$ cat src/rtl/core/fpss_pkg.sv
`default_nettype none

package fpss_pkg;

  // configuration register widths and reset values
  localparam int SPR_W   = 13;
  localparam int RPM_W   = 10;
  localparam int RST_SPR = 64;
  localparam int RST_RPM = 28;

  // configuration register indexes
  localparam int CFG_ADDR_W = 1;
  localparam logic [CFG_ADDR_W-1:0] CFG_STEPS_PER_REV = 1'b0;
  localparam logic [CFG_ADDR_W-1:0] CFG_SPEED_RPM     = 1'b1;
  localparam int CFG_DW = SPR_W;

  // request kinds carried on tuser
  localparam logic REQ_TICK = 1'b0;
  localparam logic REQ_MOVE = 1'b1;

  // interval arithmetic
  localparam int US_PER_MINUTE = 60000000;
  localparam int ELAPSED_W     = 26;
  localparam int QUO_W         = 26;
  localparam int DVS_W         = SPR_W + RPM_W;

  // result fields
  localparam int COIL_W    = 4;
  localparam int POS_OUT_W = 12;
  localparam int OUT_DW    = 24;

  typedef struct packed {
    logic                 move_rejected;
    logic                 busy_res;
    logic                 stepped;
    logic [POS_OUT_W-1:0] position;
    logic [COIL_W-1:0]    coils;
  } fpss_res_t;

  localparam int RES_W = $bits(fpss_res_t);

  // divider status toward the top level
  typedef struct packed {
    logic busy;
    logic done;
  } fpss_div_sts_t;

  // full-step coil pattern, bit3 is wire1
  function automatic logic [COIL_W-1:0] coil_pattern(input logic [1:0] phase);
    logic [COIL_W-1:0] pat;
    case (phase)
      2'd0:    pat = 4'd10;
      2'd1:    pat = 4'd6;
      2'd2:    pat = 4'd5;
      2'd3:    pat = 4'd9;
      default: pat = 4'd0;
    endcase
    return pat;
  endfunction

endpackage

`default_nettype wire

$ cat src/rtl/core/fpss_div.sv
`default_nettype none

module fpss_div
  import fpss_pkg::*;
(
  input  wire logic             clk,
  input  wire logic             rst_n,
  input  wire logic             start,
  input  wire logic [DVS_W-1:0] divisor,
  output fpss_div_sts_t         sts,
  output logic [QUO_W-1:0]      quot
);

  localparam int CNT_W = $clog2(QUO_W);
  localparam logic [CNT_W-1:0] LAST = CNT_W'(QUO_W - 1);

  logic [QUO_W-1:0] q_r, q_nxt;
  logic [DVS_W-1:0] rem_r, rem_nxt;
  logic [DVS_W-1:0] dvs_r;
  logic [CNT_W-1:0] cnt_r;
  logic             busy_r;
  logic             done_r;
  logic [DVS_W:0]   rem_sh;
  logic             ge;

  // restoring division, one quotient bit per cycle
  always_comb begin
    rem_sh  = {rem_r, q_r[QUO_W-1]};
    ge      = rem_sh >= {1'b0, dvs_r};
    rem_nxt = ge ? DVS_W'(rem_sh - {1'b0, dvs_r}) : DVS_W'(rem_sh);
    q_nxt   = {q_r[QUO_W-2:0], ge};
  end

  always_ff @(posedge clk) begin
    if (!rst_n) begin
      busy_r <= 1'b0;
      done_r <= 1'b0;
      cnt_r  <= '0;
    end else begin
      done_r <= 1'b0;
      if (start) begin
        busy_r <= 1'b1;
        cnt_r  <= '0;
      end else if (busy_r) begin
        cnt_r <= cnt_r + 1'b1;
        if (cnt_r == LAST) begin
          busy_r <= 1'b0;
          done_r <= 1'b1;
        end
      end
    end
  end

  always_ff @(posedge clk) begin
    if (start) begin
      q_r   <= QUO_W'(US_PER_MINUTE);
      rem_r <= '0;
      dvs_r <= divisor;
    end else if (busy_r) begin
      q_r   <= q_nxt;
      rem_r <= rem_nxt;
    end
  end

  assign sts.busy = busy_r;
  assign sts.done = done_r;
  assign quot     = q_r;

endmodule

`default_nettype wire

$ cat src/rtl/core/four_phase_stepper_sequencer_top.sv
// channel   ports                      payload
// in        in_tvalid/in_tready        tuser: req_type; tdata: move_steps
// out       out_tvalid/out_tready      tdata: coils, position, stepped, busy_res, move_rejected
// cfg       cfg_we/cfg_addr/cfg_wdata  0 steps_per_rev, 1 speed_rpm
//
// one request per cycle while in_tready is high; each result is registered on acceptance
// a config write starts the interval divider: in_tready is low during the write, while the start
// is registered, while the bit-serial divider forms the quotient and while the result loads
// a two-entry output buffer keeps in_tready high while one result waits on out_tready
// reset is synchronous, active low; the reset interval is a constant
`default_nettype none

module four_phase_stepper_sequencer_top
  import fpss_pkg::*;
#(
  parameter int MAX_STEPS_PER_REV = 4096,
  parameter int MOVE_WIDTH        = 16
) (
  input  wire logic                                clk,
  input  wire logic                                rst_n,
  input  wire logic                                in_tvalid,
  output logic                                     in_tready,
  // bit 0: req_type
  input  wire logic                                in_tuser,
  // move_steps from bit 0, zero padded to bytes
  input  wire logic [((MOVE_WIDTH + 7) / 8)*8-1:0] in_tdata,
  output logic                                     out_tvalid,
  input  wire logic                                out_tready,
  // coils [3:0], position [15:4], stepped [16], busy_res [17], move_rejected [18]
  output logic [OUT_DW-1:0]                        out_tdata,
  input  wire logic                                cfg_we,
  input  wire logic [CFG_ADDR_W-1:0]               cfg_addr,
  input  wire logic [CFG_DW-1:0]                   cfg_wdata
);

  localparam int POS_W   = $clog2(MAX_STEPS_PER_REV);
  localparam int CW      = (POS_W + 1 > SPR_W) ? POS_W + 1 : SPR_W;
  localparam int RST_EFF = (RST_SPR > MAX_STEPS_PER_REV) ? MAX_STEPS_PER_REV : RST_SPR;
  localparam int RST_INTERVAL = US_PER_MINUTE / (RST_EFF * RST_RPM);
  localparam logic [ELAPSED_W-1:0] ELAPSED_MAX = '1;

  // configuration registers
  logic [SPR_W-1:0] spr_r;
  logic [RPM_W-1:0] rpm_r;
  logic             div_go_r;

  // interval from the current config, and the interval in use
  logic [QUO_W-1:0] cfg_int_r;
  logic [QUO_W-1:0] interval_r, interval_nxt;

  // sequencer state
  logic [POS_W-1:0]      pos_r, pos_nxt;
  logic [MOVE_WIDTH-1:0] rem_r, rem_nxt;
  logic                  fwd_r, fwd_nxt;
  logic [ELAPSED_W-1:0]  el_r, el_nxt;
  logic [COIL_W-1:0]     coil_r, coil_nxt;

  // output buffer
  fpss_res_t main_r, skid_r, res_nxt;
  logic      main_v_r, skid_v_r;

  fpss_div_sts_t    div_sts;
  logic [QUO_W-1:0] div_quot;
  logic [SPR_W-1:0] eff_spr;
  logic [RPM_W-1:0] eff_rpm;
  logic [DVS_W-1:0] dvs;

  logic                  push, pop;
  logic                  idle;
  logic [QUO_W-1:0]      int_use;
  logic [MOVE_WIDTH-1:0] move, mag;
  logic                  neg;
  logic [ELAPSED_W-1:0]  el_inc;
  logic                  step_go;
  logic                  rejected;
  logic [CW-1:0]         pos_ext, n_ext;

  // clamp the config to its working range, then form the divisor
  always_comb begin
    eff_spr = spr_r;
    if (spr_r == '0) eff_spr = SPR_W'(1);
    else if (32'(spr_r) > 32'(MAX_STEPS_PER_REV)) eff_spr = SPR_W'(MAX_STEPS_PER_REV);
    eff_rpm = (rpm_r == '0) ? RPM_W'(1) : rpm_r;
    dvs     = DVS_W'(eff_spr) * DVS_W'(eff_rpm);
  end

  fpss_div u_div (
    .clk     (clk),
    .rst_n   (rst_n),
    .start   (div_go_r),
    .divisor (dvs),
    .sts     (div_sts),
    .quot    (div_quot)
  );

  // hold off requests while the output buffer is full or the interval is being rebuilt and loaded
  assign in_tready = !skid_v_r && !div_sts.busy && !div_sts.done && !div_go_r && !cfg_we;
  assign push      = in_tvalid && in_tready;
  assign pop       = main_v_r && out_tready;

  // one request through the sequencer
  always_comb begin
    idle     = (rem_r == '0);
    int_use  = idle ? cfg_int_r : interval_r;
    move     = in_tdata[MOVE_WIDTH-1:0];
    neg      = move[MOVE_WIDTH-1];
    // negating the most negative count gives its magnitude as unsigned
    mag      = neg ? MOVE_WIDTH'(-move) : move;
    el_inc   = (el_r == ELAPSED_MAX) ? el_r : el_r + 1'b1;
    pos_ext  = CW'(pos_r);
    n_ext    = CW'(eff_spr);

    interval_nxt = int_use;
    pos_nxt      = pos_r;
    rem_nxt      = rem_r;
    fwd_nxt      = fwd_r;
    el_nxt       = el_r;
    coil_nxt     = coil_r;
    rejected     = 1'b0;
    step_go      = 1'b0;

    if (in_tuser == REQ_MOVE) begin
      if (!idle) begin
        rejected = 1'b1;
      end else if (mag != '0) begin
        fwd_nxt = !neg;
        rem_nxt = mag;
      end
    end else begin
      el_nxt = el_inc;
      if (!idle && (QUO_W'(el_inc) >= int_use)) begin
        step_go = 1'b1;
        el_nxt  = '0;
        rem_nxt = rem_r - 1'b1;
        if (fwd_r) begin
          pos_nxt = (pos_ext + 1'b1 >= n_ext) ? '0 : POS_W'(pos_ext + 1'b1);
        end else begin
          // reverse from zero or from beyond the wrap count lands on the last step
          pos_nxt = (pos_r == '0 || pos_ext >= n_ext) ? POS_W'(n_ext - 1'b1)
                                                      : pos_r - 1'b1;
        end
        coil_nxt = coil_pattern(pos_nxt[1:0]);
      end
    end

    res_nxt.coils         = coil_nxt;
    res_nxt.position      = POS_OUT_W'(pos_nxt);
    res_nxt.stepped       = step_go;
    res_nxt.busy_res      = (rem_nxt != '0);
    res_nxt.move_rejected = rejected;
  end

  // config registers and divider kick
  always_ff @(posedge clk) begin
    if (!rst_n) begin
      spr_r    <= SPR_W'(RST_SPR);
      rpm_r    <= RPM_W'(RST_RPM);
      div_go_r <= 1'b0;
    end else begin
      div_go_r <= cfg_we;
      if (cfg_we) begin
        case (cfg_addr)
          CFG_STEPS_PER_REV: spr_r <= cfg_wdata;
          CFG_SPEED_RPM:     rpm_r <= cfg_wdata[RPM_W-1:0];
          default:           ;
        endcase
      end
    end
  end

  // sequencer state
  always_ff @(posedge clk) begin
    if (!rst_n) begin
      cfg_int_r  <= QUO_W'(RST_INTERVAL);
      interval_r <= QUO_W'(RST_INTERVAL);
      pos_r      <= '0;
      rem_r      <= '0;
      fwd_r      <= 1'b0;
      el_r       <= '0;
      coil_r     <= '0;
    end else begin
      if (div_sts.done) cfg_int_r <= div_quot;
      if (push) begin
        interval_r <= interval_nxt;
        pos_r      <= pos_nxt;
        rem_r      <= rem_nxt;
        fwd_r      <= fwd_nxt;
        el_r       <= el_nxt;
        coil_r     <= coil_nxt;
      end
    end
  end

  // two-entry output buffer
  always_ff @(posedge clk) begin
    if (!rst_n) begin
      main_v_r <= 1'b0;
      skid_v_r <= 1'b0;
    end else begin
      if (pop) begin
        if (skid_v_r) skid_v_r <= 1'b0;
        else          main_v_r <= 1'b0;
      end
      if (push) begin
        if (!main_v_r || (pop && !skid_v_r)) main_v_r <= 1'b1;
        else                                 skid_v_r <= 1'b1;
      end
    end
  end

  always_ff @(posedge clk) begin
    if (pop && skid_v_r) main_r <= skid_r;
    if (push) begin
      if (!main_v_r || (pop && !skid_v_r)) main_r <= res_nxt;
      else                                 skid_r <= res_nxt;
    end
  end

  assign out_tvalid = main_v_r;
  assign out_tdata  = OUT_DW'(main_r);

endmodule

`default_nettype wire

$ cat config.mk
export PLATFORM = sky130hd
export DESIGN_NAME = four_phase_stepper_sequencer_top
export DESIGN_NICKNAME = d
export VERILOG_FILES = /design/src/rtl/core/fpss_pkg.sv /design/src/rtl/core/fpss_div.sv /design/src/rtl/core/four_phase_stepper_sequencer_top.sv
export SDC_FILE = /design/constraint.sdc
export NUM_CORES = 1
export LEC_CHECK = 0
export BUFFER_PORTS_ARGS = -buffer_cell sky130_fd_sc_hd__buf_2
export CORE_AREA = 2 2 207 209
export DETAILED_ROUTE_END_ITERATION = 16
export DIE_AREA = 0 0 209 211
export PLACE_DENSITY = 0.7
export SYNTH_ARGS = -nofsm -noshare
export SYNTH_HDL_FRONTEND = slang
export SYNTH_SLANG_ARGS = --single-unit
$ cat constraint.sdc
create_clock -name clk -period 15.9 [get_ports clk]
set_clock_uncertainty 0.15 [all_clocks]
set_input_delay 1.59 -clock clk [delete_from_list [all_inputs] [get_ports clk]]
set_output_delay 1.59 -clock clk [all_outputs]
set_load 0.05 [all_outputs]
======== Word level (Yosys, flattened, before mapping) ========
Cells that the tools add are included.
storage, ports and cells
  bits in registers ....................... 254
  latch bits .............................. 0
  memory bits (writable) .................. 0
  ROM bits ................................ 0
  input port bits ......................... 36
  output and inout bits ................... 26
  word-level logic and storage cells ...... 125
  memories ................................ 0
operators by class
  add/subtract/negate cells ............... 8
  multiply operators ...................... 1
  divide/modulo/power cells ............... 0
  $lt $le $gt $ge ......................... 5
  equal/unequal tests ..................... 5
  shifts and indexed selects .............. 0
  mux-type cells .......................... 40
  bitwise operators ....................... 5
  reduce and logical (&&, ||, !) cells .... 33
operators by type and width
  cell                   count
  $mux 12                7
  $mux 16                5
  $mux 26                3
  $mux 19                3
  $reduce_bool 16->1     2
  $add 26x1->26 const B  1
  $eq 26x26->1 const B   1
  $ge 26x26->1           1
  $mux 13                2
  $ge 24x23->1           1
  $sub 12x1->12 const B  2
  $mul 13x10->23         1
  $mux 23                1
  $sub 23x23->23         1
  $logic_not 16->1       1
  $neg 16->16            1
  $pmux 4 s4             1
  $sub 16x1->16 const B  1
  $mux 1                 15
  $add 12x1->13 const B  1
  $ge 12x13->1           1
  $ge 13x13->1           1
  $gt 13x13->1 const B   1
  $logic_not 13->1       1
  17 further kinds       42

======== Logic depth before layout (Yosys ltp) ========
  word-level depth ........................ 15
  mapped depth ............................ 24
  gate-level depth less buffers ........... 23

======== Hierarchy ========
From an unflattened synthesis, not the netlist that was laid out.
unflattened totals
  cells, all modules ...................... 2,250
  area total of the unflattened synthesis .. 18,977.0 sq um
by module, submodules not included
  module                            times used  cells each  area each (sq um)  seq. area each (sq um)
  four_phase_stepper_sequencer_top  1           1,782       14,729.1           3,693.5
  fpss_div                          1           468         4,247.8            1,811.7

======== Worst setup path after synthesis ========
No wires, ideal clock.
  path kind ............................... reg2reg
  from .................................... register spr_r[12]
  to ...................................... register u_div.dvs_r[21] (data pin)
  setup time .............................. 0.258 ns
  arrival ................................. 5.634 ns
  required time ........................... 15.492 ns
  setup slack ............................. 9.858 ns
  stages on the path, launching flop included .. 24
  path buffers ............................ 2
  clock period less this slack ............ 6.042 ns
  cell sequence ........................... dfxtp_1 -> clkbuf_1 -> nor2b_1 -> clkbuf_1 -> nand2_1 -> fa_1 -> inv_1 -> fa_1 -> inv_1 -> fa_1 -> inv_1 -> fa_1 -> inv_1 -> fa_1 -> inv_1 -> ha_1 -> or4_1 -> o21ai_0 -> o211ai_1 -> nand4_1 -> a31oi_1 -> a21o_1 -> a21oi_1 -> xnor2_1
on the way
  longest elaborated chain between the ends .. 4
  elaborated cells on any way between the ends .. 5
  those cells by class .................... mul: 1; order compare: 1; mux: 2; reduce/logical: 1
ends and longest elaborated chain
  item                    line                                     RTL
  start, declared         four_phase_stepper_sequencer_top.sv:43   logic [SPR_W-1:0] spr_r;
  start signal, assigned  four_phase_stepper_sequencer_top.sv:156  spr_r <= SPR_W'(RST_SPR);
  start signal, assigned  four_phase_stepper_sequencer_top.sv:163  CFG_STEPS_PER_REV: spr_r <= cfg_wdata;
  $gt 13x13->1            four_phase_stepper_sequencer_top.sv:82   else if (32'(spr_r) > 32'(MAX_STEPS_PER_REV)) eff_spr = SPR_W'(MAX_STEPS_PER_REV);
  $mux 13                 four_phase_stepper_sequencer_top.sv:82
  $mux 13 (*)             four_phase_stepper_sequencer_top.sv:81   if (spr_r == '0) eff_spr = SPR_W'(1);
  $mul 13x10->23 (*)      four_phase_stepper_sequencer_top.sv:84   dvs = DVS_W'(eff_spr) * DVS_W'(eff_rpm);
  via dvs[21]             four_phase_stepper_sequencer_top.sv:66   logic [DVS_W-1:0] dvs;
  end signal, assigned    fpss_div.sv:58                           dvs_r <= divisor;
  end, declared           fpss_div.sv:19                           logic [DVS_W-1:0] dvs_r;
Mark *: on every way through the listed nets, which the timed path passes. The rest lies on a longest branch.
A chain may end at the register's enable or synchronous reset.

==> qor.csv <==
stage;metric;value;unit
status;status;completed;
setup_path;Worst path depth;21;
global_route;vias in the first global route;14952;
synth;top post-synthesis cells by area;dfxtp_1 (23%), ha_1 (9.6%), fa_1 (9.3%), edfxtp_1 (6.7%), mux2i_1 (6.2%);
die;chip height;211;µm
synth;mux cell area share after synthesis;6.87;%
timing;FMAX;141;MHz
setup_path;reg2reg path depth;21;
synth;synth unique cells;80;
power_and_ir_drop;power density over the cells;93.6;nW/µm²
timing;worst slew pin tran;0.968;ns
synth;area share of and/or/nand/nor cells after synthesis;20.0;%
die;Die ar.;44100;µm²
cts;post-CTS sizing;0;
cts;Clock transition at path regs;0.06;ns
cts;CTS buffer count;29;
synth;Adder-Cell Fraction of Synth Area;18.9;%
die;core area;41800;µm²
cts;# hold bufs at CTS;0;
routing;Post-Route WL;44.2;mm
worst_hold_path;Hold/Removal Path Class;reg -> reg;
power_and_ir_drop;Clock Power Share;33.7;%
layout;fin area;20300;µm²
setup_path;Req. time, crit path;16.05;ns
timing;unrepaired setup endpoints after global routing;no;
synth;EDFF count, synth;42;
setup_path;critical path type;reg -> reg;
layout;number of diodes;0;
synth;synth cell count leaders;nand2_1 (235), nor2_1 (214), dfxtp_1 (212);
timing;Setup TNS;0;ns
synth;cells after synthesis;2185;
cts;postcts setup bufs;0;
synth;Synth Area in Compound Gates;14.4;%
synth;top-count cell post-synth;nand2_1;
synth;Main synth FF type;dfxtp_1;
synth;async set or reset register ratio after synthesis;0;%
layout;filler-free cell count of the finished design;2736;
routing;DRC;0;
synth;Ys Warns;0;
global_route;first-pass GRT wire length;73.8;mm
global_route;Total GRT Usage;20.0;%
setup_path;Largest stage delay, worst path;0.84;ns
power_and_ir_drop;P_leak;8.85;nW
power_and_ir_drop;internal power;1.28;mW
setup_path;CP Capture Type;flip-flop;
routing;Antenna Nets Post-Route;0;
timing;final worst path period need;7.11;ns
place;Post-DP Area;19400;µm²
global_route;initial antenna violation count;0;
setup_path;CP max FO;38;
synth;largest family of logic cells by synthesized area;simple AND/OR/NAND/NOR gates;
setup_path;Buf+Inv Stages, Crit Path;1;
place;DP Wirelength;32.3;mm
timing;Period Utilization, post-route;44.7;%
setup_path;Worst setup SP type;flip-flop;
routing;drt via density;5.61;
cts;H-tree levels;1;
layout;fillers;3974;
synth;top-area cell type share of the netlist area;22.7;%
synth;sequential share of the synthesized area;29.4;%
place;GPL Wtd Cong;0.895;
timing;Max-Slew Margin vs Limit;35.5;%
synth;Avg Cell Area, Syn;8.56;µm²
job;max_cap viols;0;
cts;CTS root buf;clkbuf_16;
global_route;largest net degree at the start of global routing;87;
timing;Final Max Tran Viols;0;
setup_path;CP cell instances;nand4_1 -> or4_1 -> nor4_1 -> nor3_1 -> nand2_1 -> nor3_1 -> nand4_1 -> xnor2_1 -> ha_1 -> nand4_1 -> nor3_1 -> o311ai_0 -> a211o_1 -> nand3_1 -> nand2_2 -> inv_2 -> nor3b_1 -> mux2i_1 -> or4_1 -> nor4_2 -> nand2_1;
place;IO buf count;56;
cts;Max Buffers Root-to-Sink;3;
power_and_ir_drop;Comb power frac;27.4;%
power_and_ir_drop;maximum VDD drop;0.0749;mV
routing;via count;15337;
cts;clk_lat worst skew;0.57;ns
synth;XOR/XNOR Fraction of Synth Area;4.49;%
die;die width;209;µm
synth;Mapped Area;18700;µm²
power_and_ir_drop;sequential fraction of design power;38.9;%
routing;wire per inst;16.1;µm
power_and_ir_drop;Switching Power;622;µW
timing;final setup vio count;0;
routing;1st-iter DRT viols;877;
global_route;total grt overflow;0;
cts;CTS tree;built;
timing;Hold Fails Final Rpt;0;
setup_path;CP top delay family;simple AND/OR/NAND/NOR gates;
setup_path;slowest library cell on the worst path;nor4_1;
place;placed insts;2685;
die;starting density of the core;44.8;%
die;I/O pin cnt;62;
power_and_ir_drop;Design Power;1.90;mW
die;Rows;75;
synth;#FFs+latches synth;254;
layout;share of cells above drive strength 1;7.28;%
layout;nets@finish;2444;
routing;DR pass1 iterations;5;
power_and_ir_drop;Net Sw Frac;32.8;%
setup_path;CP arrival;7.26;ns
cts;Num Clock Sinks;254;
layout;area grow syn2layout;8.31;%
worst_hold_path;hold path cells;2;
synth;Yosys top cell by area;dfxtp_1;
[power groups by stage]
stage                     registers [mW]  clock network [mW]  logic, mW
final                              0.738               0.640      0.519
after global routing               0.744               0.682      0.581
after CTS                          0.738               0.657      0.520
after detailed placement           0.752                   0      0.516
after global placement             0.749                   0      0.506
after floorplan                    0.756                   0      0.397
[tightest hold or removal path: cells and delay by family, from the launching register on]
kind / cells / cell delay (ns)
flops: 1 / 0.31
compound gates: 1 / 0.05
simple gates: 1 / 0.05
[cells by family after synthesis]
group,Yosys count
AND/OR/NAND/NOR,782
adder cells (fa/ha/maj),231
AO/OA/AOI/OAI,411
buffers and inverters,283
flip-flops,254
other,1
multiplexers,127
XOR/XNOR,96
[worst paths after layout]
kind                          from                    end  slack (ns)
min reg2reg  el_r[22]$_SDFFE_PN0P_  el_r[22]$_SDFFE_PN0P_        0.30
min          el_r[22]$_SDFFE_PN0P_  el_r[22]$_SDFFE_PN0P_        0.30
max          el_r[13]$_SDFFE_PN0P_   skid_r[17]$_DFFE_PP_        8.79
max reg2reg  el_r[13]$_SDFFE_PN0P_   skid_r[17]$_DFFE_PP_        8.79
[layout by cell type (no fill, tap or decap), types with 35 or more instances in the layout]
| cell type | Yosys | routed |
|---|---|---|
| a211oi_1 | 54 | 54 |
| a21oi_1 | 109 | 109 |
| and2_1 | 71 | 70 |
| buf_2 | 4 | 56 |
| dfxtp_1 | 212 | 210 |
| edfxtp_1 | 42 | 42 |
| fa_1 | 87 | 87 |
| ha_1 | 144 | 144 |
| inv_1 | 161 | 161 |
| mux2i_1 | 116 | 116 |
| nand2_1 | 235 | 235 |
| nand3_1 | 44 | 44 |
| nor2_1 | 214 | 214 |
| nor3_1 | 54 | 54 |
| o21ai_0 | 73 | 73 |
| xnor2_1 | 61 | 61 |
| xor2_1 | 35 | 35 |
[stage by stage]
step                setup slack, ns  hold WS, ns  util (%)
floorplan                      9.86        0.282         -
CTS                            8.92        0.307      48.5
finish                         8.79        0.304      48.5
detailed placement             8.97        0.299      46.4
global route                   8.40        0.326      48.5
global placement               9.21        0.292      46.4
[layer usage]
layer | routed length, µm | track usage, % | vias to the layer above
met2 | 21200 | 34.9 | 367
li1 | - | - | 7569
met3 | 1800 | 2.16 | 66
met5 | 0 | 0 | -
met4 | 949 | 5.27 | 0
met1 | 20200 | 26.4 | 7335
[sequential cells by signal, summed over array words and instances, names as in the netlist]
signal and flops:
cfg_int_r 26, el_r 26, interval_r 26, u_div.quot 26, u_div.dvs_r 23, u_div.rem_r 23, out_tdata 19, skid_r 19
rem_r 16, spr_r 13, pos_r 12, rpm_r 10, u_div.cnt_r 5, coil_r 4, div_go_r 1, fwd_r 1
out_tvalid 1, skid_v_r 1, u_div.busy_r 1, u_div.done_r 1
[area by class of cell]
| cell class | count | area [µm²] | area share, % |
|---|---|---|---|
| clock buffer | 37 | 756 | 3.73 |
| clock inverter | 14 | 135 | 0.667 |
| inverter | 164 | 617 | 3.04 |
| multi-input combinational | 1652 | 12100 | 59.9 |
| sequential | 254 | 5510 | 27.2 |
| tap | 539 | 674 | 3.33 |
| timing repair buffer | 76 | 430 | 2.12 |
Power figures use the tool's default switching activity.
